**src/rtl/core/assert_macros.svh**
```systemverilog
// Assertion macros shared by the RTL; compiled out when SYNTH is defined.
`ifndef ASSERT_MACROS_SVH
`define ASSERT_MACROS_SVH
`ifndef SYNTH
// Expression holds at every clock edge out of reset.
`define ASSERT_ALWAYS(label, clk, rst_n, expr) \
    label: assert property (@(posedge clk) disable iff (!rst_n) (expr)) \
        else $error("assertion failed: expression does not hold");
// Consequent holds in the same cycle as the antecedent.
`define ASSERT_IMPLIES(label, clk, rst_n, ante, cons) \
    label: assert property (@(posedge clk) disable iff (!rst_n) (ante) |-> (cons)) \
        else $error("assertion failed: implication does not hold");
// Consequent holds in the cycle after the antecedent.
`define ASSERT_NEXT(label, clk, rst_n, ante, cons) \
    label: assert property (@(posedge clk) disable iff (!rst_n) (ante) |=> (cons)) \
        else $error("assertion failed: next-cycle implication does not hold");
`else
`define ASSERT_ALWAYS(label, clk, rst_n, expr)
`define ASSERT_IMPLIES(label, clk, rst_n, ante, cons)
`define ASSERT_NEXT(label, clk, rst_n, ante, cons)
`endif
`endif

```
**src/rtl/core/wfs_pkg.sv**
```systemverilog
package wfs_pkg;

    // Neighbor cell codes (code three counts as open)
    localparam logic [1:0] CELL_OPEN = 2'd0;
    localparam logic [1:0] CELL_WALL = 2'd1;
    localparam logic [1:0] CELL_EXIT = 2'd2;

    // Neighbor positions, clockwise from north-west
    localparam logic [2:0] IDX_NW = 3'd0;
    localparam logic [2:0] IDX_N  = 3'd1;
    localparam logic [2:0] IDX_NE = 3'd2;
    localparam logic [2:0] IDX_E  = 3'd3;
    localparam logic [2:0] IDX_SE = 3'd4;
    localparam logic [2:0] IDX_S  = 3'd5;
    localparam logic [2:0] IDX_SW = 3'd6;
    localparam logic [2:0] IDX_W  = 3'd7;

    localparam int NUM_CELLS = 8;

    // Heading modes
    localparam logic [2:0] MODE_START = 3'd0;
    localparam logic [2:0] MODE_UP    = 3'd1;
    localparam logic [2:0] MODE_RIGHT = 3'd2;
    localparam logic [2:0] MODE_LEFT  = 3'd3;
    localparam logic [2:0] MODE_DOWN  = 3'd4;
    localparam logic [2:0] MODE_DONE  = 3'd5;

    // Number of live (non-done) modes; bounds the turn chain
    localparam int NUM_LIVE_MODES = 5;

    localparam logic [3:0] DIR_NONE = 4'd0;

    typedef logic [1:0] cell_code_t;
    typedef cell_code_t [NUM_CELLS-1:0] cells_t;

    typedef enum logic [1:0] {
        ACT_MOVE = 2'd0,
        ACT_TURN = 2'd1,
        ACT_STOP = 2'd2,
        ACT_EXIT = 2'd3
    } act_t;

    // Outcome of evaluating one mode on a neighborhood
    typedef struct packed {
        act_t       act;
        logic [2:0] cell_idx;
        logic [2:0] next_mode;
    } decision_t;

    // One result item
    typedef struct packed {
        logic [3:0] move_dir;
        logic [2:0] mode_after;
        logic       exit_reached;
        logic       stopped;
        logic       stuck;
    } result_t;

endpackage

```
**src/rtl/core/wfs_cells_if.sv**
```systemverilog
interface wfs_cells_if;
    logic       valid;
    logic       ready;
    logic [1:0] cell_nw;
    logic [1:0] cell_north;
    logic [1:0] cell_ne;
    logic [1:0] cell_east;
    logic [1:0] cell_se;
    logic [1:0] cell_south;
    logic [1:0] cell_sw;
    logic [1:0] cell_west;

    modport source (
        output valid, cell_nw, cell_north, cell_ne, cell_east,
               cell_se, cell_south, cell_sw, cell_west,
        input  ready
    );

    modport sink (
        input  valid, cell_nw, cell_north, cell_ne, cell_east,
               cell_se, cell_south, cell_sw, cell_west,
        output ready
    );
endinterface

```
**src/rtl/core/wfs_move_if.sv**
```systemverilog
interface wfs_move_if;
    logic       valid;
    logic       ready;
    logic [3:0] move_dir;
    logic [2:0] mode_after;
    logic       exit_reached;
    logic       stopped;
    logic       stuck;

    modport source (
        output valid, move_dir, mode_after, exit_reached, stopped, stuck,
        input  ready
    );

    modport sink (
        input  valid, move_dir, mode_after, exit_reached, stopped, stuck,
        output ready
    );
endinterface

```
**src/rtl/core/wall_follower_step.sv**
```systemverilog
// Right-hand wall follower, one move per neighborhood.
//
// Channels: "cells" takes one neighborhood per transaction (eight 2-bit
// cells, 0 open, 1 wall, 2 exit, 3 treated as open). "moves" gives one
// result per neighborhood: move direction, heading mode after the move,
// and the exit_reached / stopped / stuck flags. Both use valid/ready.
//
// A neighborhood taken from "cells" is evaluated out of the input
// register, and its result is written to the output register and offered
// on "moves" from there. Throughput is one transaction per cycle unless
// "moves" stalls; the path between the two registers is the chain of up to
// five mode evaluations (start, up, right, left, down) plus the stuck check.
//
// The heading mode advances when a result is written to the output
// register, so the next neighborhood always sees the updated mode.
// Reset puts the heading mode in start (running east) and empties both
// register stages. When "moves" stalls, the output register holds its
// result and one more neighborhood waits in the input register; "cells"
// then drops ready until the output is taken.
`include "assert_macros.svh"

module wall_follower_step (
    input  logic               clk,
    input  logic               rst_n,
    wfs_cells_if.sink          cells,
    wfs_move_if.source         moves
);

    logic              s1_valid_reg;
    logic              s1_valid_next;
    wfs_pkg::cells_t   s1_cells_reg;
    logic [2:0]        mode_reg;
    logic [2:0]        mode_next;
    logic              out_valid_reg;
    logic              out_valid_next;
    wfs_pkg::result_t  out_res_reg;
    wfs_pkg::result_t  res;
    logic              s1_advance;
    logic              in_take;

    // Handshake
    assign s1_advance  = s1_valid_reg && (!out_valid_reg || moves.ready);
    assign cells.ready = !s1_valid_reg || s1_advance;
    assign in_take     = cells.valid && cells.ready;

    // Evaluation of the registered neighborhood
    wfs_chain u_chain (
        .mode   (mode_reg),
        .cells  (s1_cells_reg),
        .result (res)
    );

    // Next-state logic
    always_comb
    begin
        s1_valid_next  = in_take || (s1_valid_reg && !s1_advance);
        out_valid_next = s1_advance || (out_valid_reg && !moves.ready);
        mode_next      = s1_advance ? res.mode_after : mode_reg;
    end

    // Control registers
    always_ff @(posedge clk or negedge rst_n)
    begin
        if (!rst_n)
        begin
            s1_valid_reg  <= 1'b0;
            out_valid_reg <= 1'b0;
            mode_reg      <= wfs_pkg::MODE_START;
        end
        else
        begin
            s1_valid_reg  <= s1_valid_next;
            out_valid_reg <= out_valid_next;
            mode_reg      <= mode_next;
        end
    end

    // Payload registers
    always_ff @(posedge clk)
    begin
        if (in_take)
        begin
            s1_cells_reg[wfs_pkg::IDX_NW] <= cells.cell_nw;
            s1_cells_reg[wfs_pkg::IDX_N]  <= cells.cell_north;
            s1_cells_reg[wfs_pkg::IDX_NE] <= cells.cell_ne;
            s1_cells_reg[wfs_pkg::IDX_E]  <= cells.cell_east;
            s1_cells_reg[wfs_pkg::IDX_SE] <= cells.cell_se;
            s1_cells_reg[wfs_pkg::IDX_S]  <= cells.cell_south;
            s1_cells_reg[wfs_pkg::IDX_SW] <= cells.cell_sw;
            s1_cells_reg[wfs_pkg::IDX_W]  <= cells.cell_west;
        end
        if (s1_advance)
            out_res_reg <= res;
    end

    // Output channel
    assign moves.valid        = out_valid_reg;
    assign moves.move_dir     = out_res_reg.move_dir;
    assign moves.mode_after   = out_res_reg.mode_after;
    assign moves.exit_reached = out_res_reg.exit_reached;
    assign moves.stopped      = out_res_reg.stopped;
    assign moves.stuck        = out_res_reg.stuck;

    // Checks
    `ASSERT_ALWAYS(a_mode_range, clk, rst_n, mode_reg <= wfs_pkg::MODE_DONE)
    `ASSERT_NEXT(a_done_sticks, clk, rst_n, mode_reg == wfs_pkg::MODE_DONE, mode_reg == wfs_pkg::MODE_DONE)
    `ASSERT_NEXT(a_mode_holds, clk, rst_n, !s1_advance, $stable(mode_reg))
    `ASSERT_IMPLIES(a_flags_excl, clk, rst_n, out_valid_reg, $onehot0({out_res_reg.exit_reached, out_res_reg.stopped, out_res_reg.stuck}))
    `ASSERT_IMPLIES(a_end_done, clk, rst_n, out_valid_reg && (out_res_reg.stopped || out_res_reg.stuck), out_res_reg.mode_after == wfs_pkg::MODE_DONE && out_res_reg.move_dir == wfs_pkg::DIR_NONE)

endmodule

```
**src/rtl/core/wfs_decide.sv**
```systemverilog
// Right-hand rule for one heading mode on one neighborhood.
module wfs_decide (
    input  logic [2:0]                         mode,
    input  logic [wfs_pkg::NUM_CELLS-1:0]      wall,
    input  logic                               exit_east,
    input  logic                               exit_near,
    output wfs_pkg::decision_t                 decision
);

    logic nw, n, ne, e, se, s, sw, w;

    assign nw = wall[wfs_pkg::IDX_NW];
    assign n  = wall[wfs_pkg::IDX_N];
    assign ne = wall[wfs_pkg::IDX_NE];
    assign e  = wall[wfs_pkg::IDX_E];
    assign se = wall[wfs_pkg::IDX_SE];
    assign s  = wall[wfs_pkg::IDX_S];
    assign sw = wall[wfs_pkg::IDX_SW];
    assign w  = wall[wfs_pkg::IDX_W];

    always_comb
    begin
        decision.act       = wfs_pkg::ACT_STOP;
        decision.cell_idx  = wfs_pkg::IDX_NW;
        decision.next_mode = mode;
        unique case (mode)
            wfs_pkg::MODE_START:
            begin
                // run east until a wall or the exit
                priority if (!e && !exit_east)
                begin
                    decision.act      = wfs_pkg::ACT_MOVE;
                    decision.cell_idx = wfs_pkg::IDX_E;
                end
                else if (exit_near)
                    decision.act = wfs_pkg::ACT_EXIT;
                else
                begin
                    decision.act       = wfs_pkg::ACT_TURN;
                    decision.next_mode = wfs_pkg::MODE_UP;
                end
            end
            wfs_pkg::MODE_UP:
            begin
                priority if (e && !n)
                begin
                    decision.act      = exit_near ? wfs_pkg::ACT_EXIT : wfs_pkg::ACT_MOVE;
                    decision.cell_idx = wfs_pkg::IDX_N;
                end
                else if (e && n && !w)
                begin
                    decision.act       = wfs_pkg::ACT_TURN;
                    decision.next_mode = wfs_pkg::MODE_LEFT;
                end
                else if (se && !e)
                begin
                    decision.act       = wfs_pkg::ACT_MOVE;
                    decision.cell_idx  = wfs_pkg::IDX_E;
                    decision.next_mode = wfs_pkg::MODE_RIGHT;
                end
                else if (w && n && e)
                begin
                    decision.act       = wfs_pkg::ACT_TURN;
                    decision.next_mode = wfs_pkg::MODE_DOWN;
                end
                else
                    decision.act = wfs_pkg::ACT_STOP;
            end
            wfs_pkg::MODE_RIGHT:
            begin
                priority if (s && !e)
                begin
                    decision.act      = exit_near ? wfs_pkg::ACT_EXIT : wfs_pkg::ACT_MOVE;
                    decision.cell_idx = wfs_pkg::IDX_E;
                end
                else if (sw && !s)
                begin
                    decision.act       = wfs_pkg::ACT_MOVE;
                    decision.cell_idx  = wfs_pkg::IDX_S;
                    decision.next_mode = wfs_pkg::MODE_DOWN;
                end
                else if (s && e && !n)
                begin
                    decision.act       = wfs_pkg::ACT_TURN;
                    decision.next_mode = wfs_pkg::MODE_UP;
                end
                else if (s && e && n)
                begin
                    decision.act       = wfs_pkg::ACT_TURN;
                    decision.next_mode = wfs_pkg::MODE_LEFT;
                end
                else
                    decision.act = wfs_pkg::ACT_STOP;
            end
            wfs_pkg::MODE_LEFT:
            begin
                priority if (n && !w)
                begin
                    decision.act      = exit_near ? wfs_pkg::ACT_EXIT : wfs_pkg::ACT_MOVE;
                    decision.cell_idx = wfs_pkg::IDX_W;
                end
                else if (n && w && !s)
                begin
                    decision.act       = wfs_pkg::ACT_TURN;
                    decision.next_mode = wfs_pkg::MODE_DOWN;
                end
                else if (!n && ne)
                begin
                    decision.act       = wfs_pkg::ACT_MOVE;
                    decision.cell_idx  = wfs_pkg::IDX_N;
                    decision.next_mode = wfs_pkg::MODE_UP;
                end
                else if (s && w && n)
                begin
                    decision.act       = wfs_pkg::ACT_TURN;
                    decision.next_mode = wfs_pkg::MODE_RIGHT;
                end
                else
                    decision.act = wfs_pkg::ACT_STOP;
            end
            wfs_pkg::MODE_DOWN:
            begin
                priority if (w && !s)
                begin
                    decision.act      = exit_near ? wfs_pkg::ACT_EXIT : wfs_pkg::ACT_MOVE;
                    decision.cell_idx = wfs_pkg::IDX_S;
                end
                else if (w && s && !e)
                begin
                    decision.act       = wfs_pkg::ACT_TURN;
                    decision.next_mode = wfs_pkg::MODE_RIGHT;
                end
                else if (!w && nw)
                begin
                    decision.act       = wfs_pkg::ACT_MOVE;
                    decision.cell_idx  = wfs_pkg::IDX_W;
                    decision.next_mode = wfs_pkg::MODE_LEFT;
                end
                else if (e && s && w)
                begin
                    decision.act       = wfs_pkg::ACT_TURN;
                    decision.next_mode = wfs_pkg::MODE_UP;
                end
                else
                    decision.act = wfs_pkg::ACT_STOP;
            end
            default:
                decision.act = wfs_pkg::ACT_STOP;
        endcase
    end

endmodule

```
**src/rtl/core/wfs_chain.sv**
```systemverilog
// Chain of mode evaluations on one neighborhood; turns without a move
// pass to the next evaluation, a revisited mode ends the walk as stuck.
module wfs_chain (
    input  logic [2:0]        mode,
    input  wfs_pkg::cells_t   cells,
    output wfs_pkg::result_t  result
);

    localparam int Stages = wfs_pkg::NUM_LIVE_MODES;

    logic [wfs_pkg::NUM_CELLS-1:0] wall;
    logic [wfs_pkg::NUM_CELLS-1:0] is_exit;
    logic                          exit_near;
    logic [2:0]                    first_exit;

    logic                                   st_active  [Stages+1];
    logic [2:0]                             st_mode    [Stages+1];
    logic [wfs_pkg::NUM_LIVE_MODES-1:0]     st_visited [Stages+1];
    wfs_pkg::result_t                       st_res     [Stages+1];
    wfs_pkg::decision_t                     dec        [Stages];

    // Cell classification and first exit in NW..W order
    always_comb
    begin
        first_exit = wfs_pkg::IDX_NW;
        for (int i = 0; i < wfs_pkg::NUM_CELLS; i++)
        begin
            wall[i]    = (cells[i] == wfs_pkg::CELL_WALL);
            is_exit[i] = (cells[i] == wfs_pkg::CELL_EXIT);
        end
        for (int i = wfs_pkg::NUM_CELLS - 1; i >= 0; i--)
        begin
            if (is_exit[i])
                first_exit = 3'(i);
        end
    end

    assign exit_near = |is_exit;

    // Chain entry: done or invalid modes skip evaluation
    assign st_active[0]  = (mode < wfs_pkg::MODE_DONE);
    assign st_mode[0]    = mode;
    assign st_visited[0] = '0;
    assign st_res[0]     = '{move_dir: wfs_pkg::DIR_NONE, mode_after: wfs_pkg::MODE_DONE,
                             exit_reached: 1'b0, stopped: 1'b0, stuck: 1'b0};

    for (genvar g = 0; g < Stages; g++)
    begin : g_stage
        wfs_decide u_decide (
            .mode      (st_mode[g]),
            .wall      (wall),
            .exit_east (is_exit[wfs_pkg::IDX_E]),
            .exit_near (exit_near),
            .decision  (dec[g])
        );

        always_comb
        begin
            st_active[g+1]  = 1'b0;
            st_mode[g+1]    = st_mode[g];
            st_visited[g+1] = st_visited[g];
            st_res[g+1]     = st_res[g];
            if (st_active[g])
            begin
                if (st_visited[g][st_mode[g]])
                begin
                    // mode seen before in this transaction
                    st_res[g+1].stuck      = 1'b1;
                    st_res[g+1].mode_after = wfs_pkg::MODE_DONE;
                end
                else
                begin
                    st_visited[g+1][st_mode[g]] = 1'b1;
                    unique case (dec[g].act)
                        wfs_pkg::ACT_TURN:
                        begin
                            st_active[g+1] = 1'b1;
                            st_mode[g+1]   = dec[g].next_mode;
                        end
                        wfs_pkg::ACT_MOVE:
                        begin
                            st_res[g+1].move_dir     = 4'(dec[g].cell_idx) + 4'd1;
                            st_res[g+1].exit_reached = is_exit[dec[g].cell_idx];
                            st_res[g+1].mode_after   = dec[g].next_mode;
                        end
                        wfs_pkg::ACT_EXIT:
                        begin
                            st_res[g+1].move_dir     = 4'(first_exit) + 4'd1;
                            st_res[g+1].exit_reached = 1'b1;
                            st_res[g+1].mode_after   = wfs_pkg::MODE_DONE;
                        end
                        wfs_pkg::ACT_STOP:
                        begin
                            st_res[g+1].stopped    = 1'b1;
                            st_res[g+1].mode_after = wfs_pkg::MODE_DONE;
                        end
                        default:
                        begin
                            st_res[g+1].stopped    = 1'b1;
                            st_res[g+1].mode_after = wfs_pkg::MODE_DONE;
                        end
                    endcase
                end
            end
        end
    end

    // Still turning after every live mode: loop without a move
    always_comb
    begin
        result = st_res[Stages];
        if (st_active[Stages])
        begin
            result.stuck      = 1'b1;
            result.mode_after = wfs_pkg::MODE_DONE;
        end
    end

endmodule
```
**src/flat_wrapper.sv**
```systemverilog
// flat-port wrapper written by rule: the top's interface ports become plain ports
module wall_follower_step_flat 
  (clk, rst_n, cells_valid, cells_cell_nw, cells_cell_north, cells_cell_ne, cells_cell_east, cells_cell_se, cells_cell_south, cells_cell_sw, cells_cell_west, cells_ready, moves_valid, moves_move_dir, moves_mode_after, moves_exit_reached, moves_stopped, moves_stuck, moves_ready);
  wfs_cells_if cells_i ();
  wfs_move_if moves_i ();
  input  logic clk;
  input  logic rst_n;
  input wire logic [$bits(cells_i.valid)-1:0] cells_valid;
  input wire logic [$bits(cells_i.cell_nw)-1:0] cells_cell_nw;
  input wire logic [$bits(cells_i.cell_north)-1:0] cells_cell_north;
  input wire logic [$bits(cells_i.cell_ne)-1:0] cells_cell_ne;
  input wire logic [$bits(cells_i.cell_east)-1:0] cells_cell_east;
  input wire logic [$bits(cells_i.cell_se)-1:0] cells_cell_se;
  input wire logic [$bits(cells_i.cell_south)-1:0] cells_cell_south;
  input wire logic [$bits(cells_i.cell_sw)-1:0] cells_cell_sw;
  input wire logic [$bits(cells_i.cell_west)-1:0] cells_cell_west;
  output wire logic [$bits(cells_i.ready)-1:0] cells_ready;
  output wire logic [$bits(moves_i.valid)-1:0] moves_valid;
  output wire logic [$bits(moves_i.move_dir)-1:0] moves_move_dir;
  output wire logic [$bits(moves_i.mode_after)-1:0] moves_mode_after;
  output wire logic [$bits(moves_i.exit_reached)-1:0] moves_exit_reached;
  output wire logic [$bits(moves_i.stopped)-1:0] moves_stopped;
  output wire logic [$bits(moves_i.stuck)-1:0] moves_stuck;
  input wire logic [$bits(moves_i.ready)-1:0] moves_ready;
  assign cells_i.valid = cells_valid;
  assign cells_i.cell_nw = cells_cell_nw;
  assign cells_i.cell_north = cells_cell_north;
  assign cells_i.cell_ne = cells_cell_ne;
  assign cells_i.cell_east = cells_cell_east;
  assign cells_i.cell_se = cells_cell_se;
  assign cells_i.cell_south = cells_cell_south;
  assign cells_i.cell_sw = cells_cell_sw;
  assign cells_i.cell_west = cells_cell_west;
  assign cells_ready = cells_i.ready;
  assign moves_valid = moves_i.valid;
  assign moves_move_dir = moves_i.move_dir;
  assign moves_mode_after = moves_i.mode_after;
  assign moves_exit_reached = moves_i.exit_reached;
  assign moves_stopped = moves_i.stopped;
  assign moves_stuck = moves_i.stuck;
  assign moves_i.ready = moves_ready;
  wall_follower_step u_core (.clk(clk), .rst_n(rst_n), .cells(cells_i), .moves(moves_i));
endmodule
```
**config.mk**
```make
export PLATFORM = sky130hd
export DESIGN_NAME = wall_follower_step_flat
export DESIGN_NICKNAME = d
export VERILOG_FILES = /design/src/rtl/core/wfs_pkg.sv /design/src/rtl/core/wfs_cells_if.sv /design/src/rtl/core/wfs_move_if.sv /design/src/rtl/core/wall_follower_step.sv /design/src/rtl/core/wfs_decide.sv /design/src/rtl/core/wfs_chain.sv /design/src/flat_wrapper.sv
export VERILOG_INCLUDE_DIRS = /design/src /design/src/rtl/core
export SDC_FILE = /design/constraint.sdc
export NUM_CORES = 1
export LEC_CHECK = 0
export BUFFER_PORTS_ARGS = -buffer_cell sky130_fd_sc_hd__buf_2
export CAP_MARGIN = 40
export CORE_MARGIN = 2
export CORE_UTILIZATION = 40
export DETAILED_ROUTE_END_ITERATION = 8
export PLACE_DENSITY = 0.55
export SLEW_MARGIN = 25
export SYNTH_ARGS = -nofsm -noshare
export SYNTH_HDL_FRONTEND = slang
export SYNTH_HIERARCHICAL = 1
export SYNTH_SLANG_ARGS = --single-unit
```
**constraint.sdc**
```tcl
create_clock -name clk -period 21.5 [get_ports clk]
set_clock_uncertainty 0.15 [all_clocks]
set_input_delay 2.15 -clock clk [delete_from_list [all_inputs] [get_ports clk]]
set_output_delay 2.15 -clock clk [all_outputs]
set_load 0.02 [all_outputs]
```
Word level (Yosys, flattened, before mapping)
Memory sizes are Yosys's and may differ from the RTL's. Index checks and enable logic that the tools add are counted.

Equality and inequality tests: 51. Bitwise operators: 3. Add/sub/neg operators: 6. Reductions and logical operators: 57. Multiplexer cells: 243. Order comparisons: 15.

Operator list (number): two-way mux 3 bit (122); one-hot mux 6 bit (5 select lines) (5); two-way mux 5 bit (12); two-way mux 10 bit (5); one-hot mux 2 bit (5 select lines) (5); two-way mux 2 bit (22); < comparator 3 x 4 -> 1 bit, second input constant (10); two-way mux 1 bit (40); one-hot mux 4 bit (2 select lines) (5); equality test 2 bit, second input constant (18); equality test 3 x 2 -> 1 bit, second input constant (10); logical AND 1 bit (29); binary-select mux 1 bit (select 3 bit) (9); equality test 2 x 1 -> 1 bit, second input constant (13); adder 3 x 1 -> 4 bit, second input constant (6); one-hot mux 3 bit (2 select lines) (4); two-way mux 4 bit (5); equality test 3 x 1 -> 1 bit, second input constant (5); equality test 3 bit, second input constant (5); logical NOT 3 bit (5); bitwise OR 5 bit (3); demux 1 bit (select 3 bit) (4); >= comparator 3 x 1 -> 1 bit, second input constant (4); logical NOT 2 bit (5); other kinds (6) (24).

Input bits: 20. Output and inout bits: 12. Bits in registers: 31. Memories kept: 1. ROM bits: 8.

Memory list: (no name shown) (depth 8, bits a word 1, read ports 1, clocked after memory_dff 0, wr ports 0, line wfs_chain.sv:65) `if (st_visited[g][st_mode[g]])`.

Longest topological paths before layout
Word-level depth: 47. Mapped depth: 60. Gate-level depth less buffers: 54.

Modules after synthesis
Netlist, hierarchy kept.

By module, submodules not included: wfs_decide (area an instance 544.3 um^2, instances 5, cells an instance 86); wfs_chain (area an instance 2716.4 um^2, instances 1, cells an instance 381); wall_follower_step (area an instance 1007.2 um^2, instances 1, cells an instance 41).

Worst setup path before layout
OpenSTA, ideal clock, no wires.

Kind: register to register. Start point: register u_core/s1_cells_reg[8] (netlist name). End point: register u_core.mode_reg[0]. Library setup time: 0.125 ns. Required time: 21.225 ns. Stages on the path, launching flop included: 59. Buffers on the path: 9. Arrival: 11.104 ns. Clock period less this slack: 11.379 ns. Slack: 10.121 ns. Cell sequence: edfxtp_1 nor2b_1 nor2_1 nand3_1 inv_1 a2111oi_0 a311oi_1 o21ai_0 inv_1 ha_1 buf_4 nand2_1 nor2_1 nor2_1 inv_1 buf_6 buf_4 a2111oi_0 [... 23 more ...] a2111oi_0 a311oi_1 o21ai_0 inv_1 ha_1 and3_1 a32oi_2 inv_1 buf_2 a2111oi_0 a311oi_1 o21ai_0 inv_1 ha_1 nand2b_1 a2111oi_0 o21bai_1 mux2_4.

RTL lines: start: declaration (line wall_follower_step.sv:31) `wfs_pkg::cells_t s1_cells_reg;`; start signal: indexed assignment (line wall_follower_step.sv:83) `s1_cells_reg[wfs_pkg::IDX_NW] <= cells.cell_nw;`; start signal: indexed assignment (line wall_follower_step.sv:84) `s1_cells_reg[wfs_pkg::IDX_N] <= cells.cell_north;`; start signal: indexed assignment (line wall_follower_step.sv:85) `s1_cells_reg[wfs_pkg::IDX_NE] <= cells.cell_ne;`; end signal: assignment (line wall_follower_step.sv:68) `mode_reg <= wfs_pkg::MODE_START;`; end signal: assignment (line wall_follower_step.sv:74) `mode_reg <= mode_next;`; end: declaration (line wall_follower_step.sv:32) `logic [2:0] mode_reg;`.

==> run summary <==
The total number of yosys warnings is 6. The total global-route track usage is 24.0%. The TritonCTS clock tree is yes. The sum of negative setup slack is 0 ps. The maximum frequency from static timing analysis is 71.4 MHz. The tree is rooted in a clkbuf_16. The number of flip-flops and latches in the synthesized netlist came out at 31. The number of synthesized flops with an enable pin is 26. After detailed routing, the total wire length is 20.7 mm.

The cell internal power dissipation is 130 uW. The share of synthesized registers carrying an async set or reset came out at 16.1%. The final critical-path required period came out at 14,000 ps. The layout overhead on the synthesized area is 6.00%. The path class of the tightest hold or removal check is reg -> reg. The effective utilization at floorplan came out at 40.7%. The initial antenna violation count is 0. The per-cell via count in the routed design came out at 6.25. The detailed-router iteration count before antenna repair is 6. The deepest level of the CTS H-tree came out at 2. The fraction of layout instances using a drive strength above 1 came out at 13.3%.

The height of the chip is 131 um. The kind of capture point of the worst setup path is a flop. At the pin with the least slew margin, the transition time is 854 ps. The type of the worst setup path is reg -> reg. The most common cell in the netlist is nor2_1. The I/O pin total came out at 32. The final hold violation count came out at 0. Synthesis handed over a netlist of 852 instances. The leading register cell type out of synthesis is edfxtp_1.

The clock insertion delay at the later pin of the skew report is 270 ps. Of the available clock period, the critical path in the final layout requires 65.1%. STA classifies the critical path startpoint as a flop. The met3 capacity usage during global routing is 2.00%.

The number of nets handed over by synthesis was 899. Setup repair after global routing left no endpoint under its margin. The largest net degree at the start of global routing is 66. The tool flagged a number of max-cap violations equal to 0.

The worst hold margin is 384 ps. The number of diodes came out at 0. The number of rows in the core area is 46. The width of the die came out at 131 um. The via count of the first global-routing pass came out at 5,942. The fraction of power spent switching nets came out at 30.0%. Fill cells in the final layout number 1,627.

The flow ran to the end, and the final reports show no timing, DRC or antenna violations. The number of DRC markers in iteration 0 is 652. The critical path arrival came out at 14,010 ps. Across the VDD grid, the largest voltage drop is 0.0622 mV. The final cell utilization of the core is 43.2%.

The static leakage came out at 0.00259 uW. After synthesis, the largest area contributor takes up 12.1% of total cell area. The clock network accounts for 37.0% of the total power. The average wire per standard cell is 19.4 um.

The cell area after synthesis came out at 6440 um2. The final routed DRC violation total came out at 0. Once detail routing completed, the nets flagged for antenna violations numbered 0. In this run the most used layer during global routing was met2. Among all stages on the critical path, the largest delay is contributed by a31oi_4. Gates resized during post-CTS repair numbered 0. The mean post-synth cell area is 7.56 um2. The CTS buffer count is 5.

Global routing used 34.1% of the available met1 tracks. The clock drives 31 sinks. The number of hold buffers added after cts is 0. The number of buffers between clock root and the deepest sink is 2. The total number of vias is 6,659. The global-route wire length before repair came out at 32.5 mm. The final-report max-slew violation count was 0. Summing the sequential cell areas from Yosys gives 14.1% of the chip area. The worst-case headroom to the max-slew limit is 42.6%. The sequential share of power is 38.1%.

The power share of the combinational group is 25.0%. For this design the total switching power over the nets is 55.8 uW. The register with the most flip-flops in the layout has 16 of them. The count of input and output buffers is 31. The number of setup buffers added after CTS came out at 0.

Yosys attributes the largest share of cell area to edfxtp_1 (12%), ha_1 (5.2%), a21oi_1 (4.7%), nor2_1 (4.5%), nor2b_1 (4.4%). The global routing usage on met2 is 39.6%. In this run the standard cell core region covers 15,800 um2. At the end of routability-driven placement, the weighted congestion stood at 0.927.

The final setup violation count came out at 0. The clock transition at the registers of the reported paths is 50 ps. The delay of the slowest critical-path stage came out at 690 ps. The commonest cells after synthesis are nor2_1 (78), a21oi_1 (61), nand2_1 (58), o21ai_0 (51), inv_1 (48).

In this run, distinct cell masters in the synthesized netlist total 87. The area of the die came out at 17,100 um2. The cell that appears most often on the critical path is inv_1. For this design the ratio of total power to cell area is 27.2 nW/um2.

The maximum net fanout on the critical path is 35. The HPWL after detailed placement is 14.3 mm. The aggregate global routing overflow is 0. The final layout net count is 896.

The largest total area in the synthesized netlist belongs to edfxtp_1. The data required time of the worst path came out at 21,510 ps.
layer usage:
metal / vias to the layer above / share of wire, % / routed length (um)
met5: - / 0 / 0
met4: 0 / 2.0 / 410
met3: 30 / 5.5 / 1130
met2: 258 / 47 / 9620
met1: 3147 / 46 / 9490
li1: 3224 / - / -
power by group through the flow:
| stage | Clock [uW] | Combinational (uW) | Sequential, uW |
|---|---|---|---|
| finish | 68.7 | 46.4 | 70.8 |
| global placement | 0 | 46.2 | 71.9 |
| detailed placement | 0 | 45.8 | 71.9 |
| global route | 73.6 | 50.3 | 71.2 |
| floorplan | 0 | 29.5 | 72.7 |
| CTS | 70.2 | 46.0 | 70.9 |
stage by stage:
step           instance area, um2  total power (uW)  instances  setup WS [ps]
2_1_floorplan                6440               102        852          10120
3_3_place_gp                 6650               118       1056           7800
3_5_place_dp                 6650               118       1056           7540
4_1_cts                      6800               187       1064           7510
5_1_grt                      6830               195       1066           6200
6_report                     6830               186       1066           7500
placed cells by master, fill, tap and decap left out, types with 7 or more instances in the layout:
master	n
nor3b_1	10
a21oi_1	61
mux2i_1	17
a2111oi_0	10
and3b_1	9
nand4b_1	10
nor3_1	21
o22ai_1	11
nor2b_1	41
mux4_2	10
a211o_1	14
nand2_1	58
o21ai_1	10
o211ai_1	11
edfxtp_1	26
nor2_1	78
or3_1	8
nand3_1	28
buf_4	14
inv_1	48
nand2b_1	25
nand4_1	11
a21o_1	16
ha_1	27
buf_2	31
o21ai_0	51
nand3b_1	17
a22oi_1	19
a32oi_1	7
final timing paths:
check	start	end	slack, ps	cells past startpoint
setup / recovery	u_core/s1_cells_reg[11]	u_core/mode_reg[2]	7500	52
hold / removal	u_core/s1_valid_reg	u_core/moves.valid	380	1
setup reg to reg	u_core/s1_cells_reg[11]	u_core/mode_reg[2]	7500	52
hold reg to reg	u_core/s1_valid_reg	u_core/moves.valid	380	1
max in group asynchronous	rst_n	u_core/s1_valid_reg	19500	1
min in group asynchronous	rst_n	u_core/moves.valid	1540	1
kinds of logic (layout without fill, tap and decap cells):
group	Yosys count	count (layout)	share of synthesized area [%]
adder cells (fa/ha/maj)	27	27	5.24
XOR/XNOR	8	8	1.09
multiplexers	35	35	7.98
flip-flops	31	31	14.1
buffers and inverters	110	108	8.62
AND/OR/NAND/NOR	359	359	31.8
AO/OA/AOI/OAI	282	282	31.2
worst max-delay path, delay by kind of cell, from the launching register on:
kind,cells,cell delay [ps]
compound gates,20,5710
fa+ha+maj,5,1300
buf+inv,11,2330
flops,1,380
mux,2,680
simple gates,14,3260
layout make-up:
type                       instances  area [um2]  area share, %
timing repair buffer              47         290           4.25
sequential                        31         906           13.3
clock buffer                       7         143           2.09
clock inverter                     1        5.00         0.0733
tap                              216         270           3.96
multi-input combinational        711        5010           73.4
inverter                          53         204           2.99
Power figures use the tool's default switching activity.
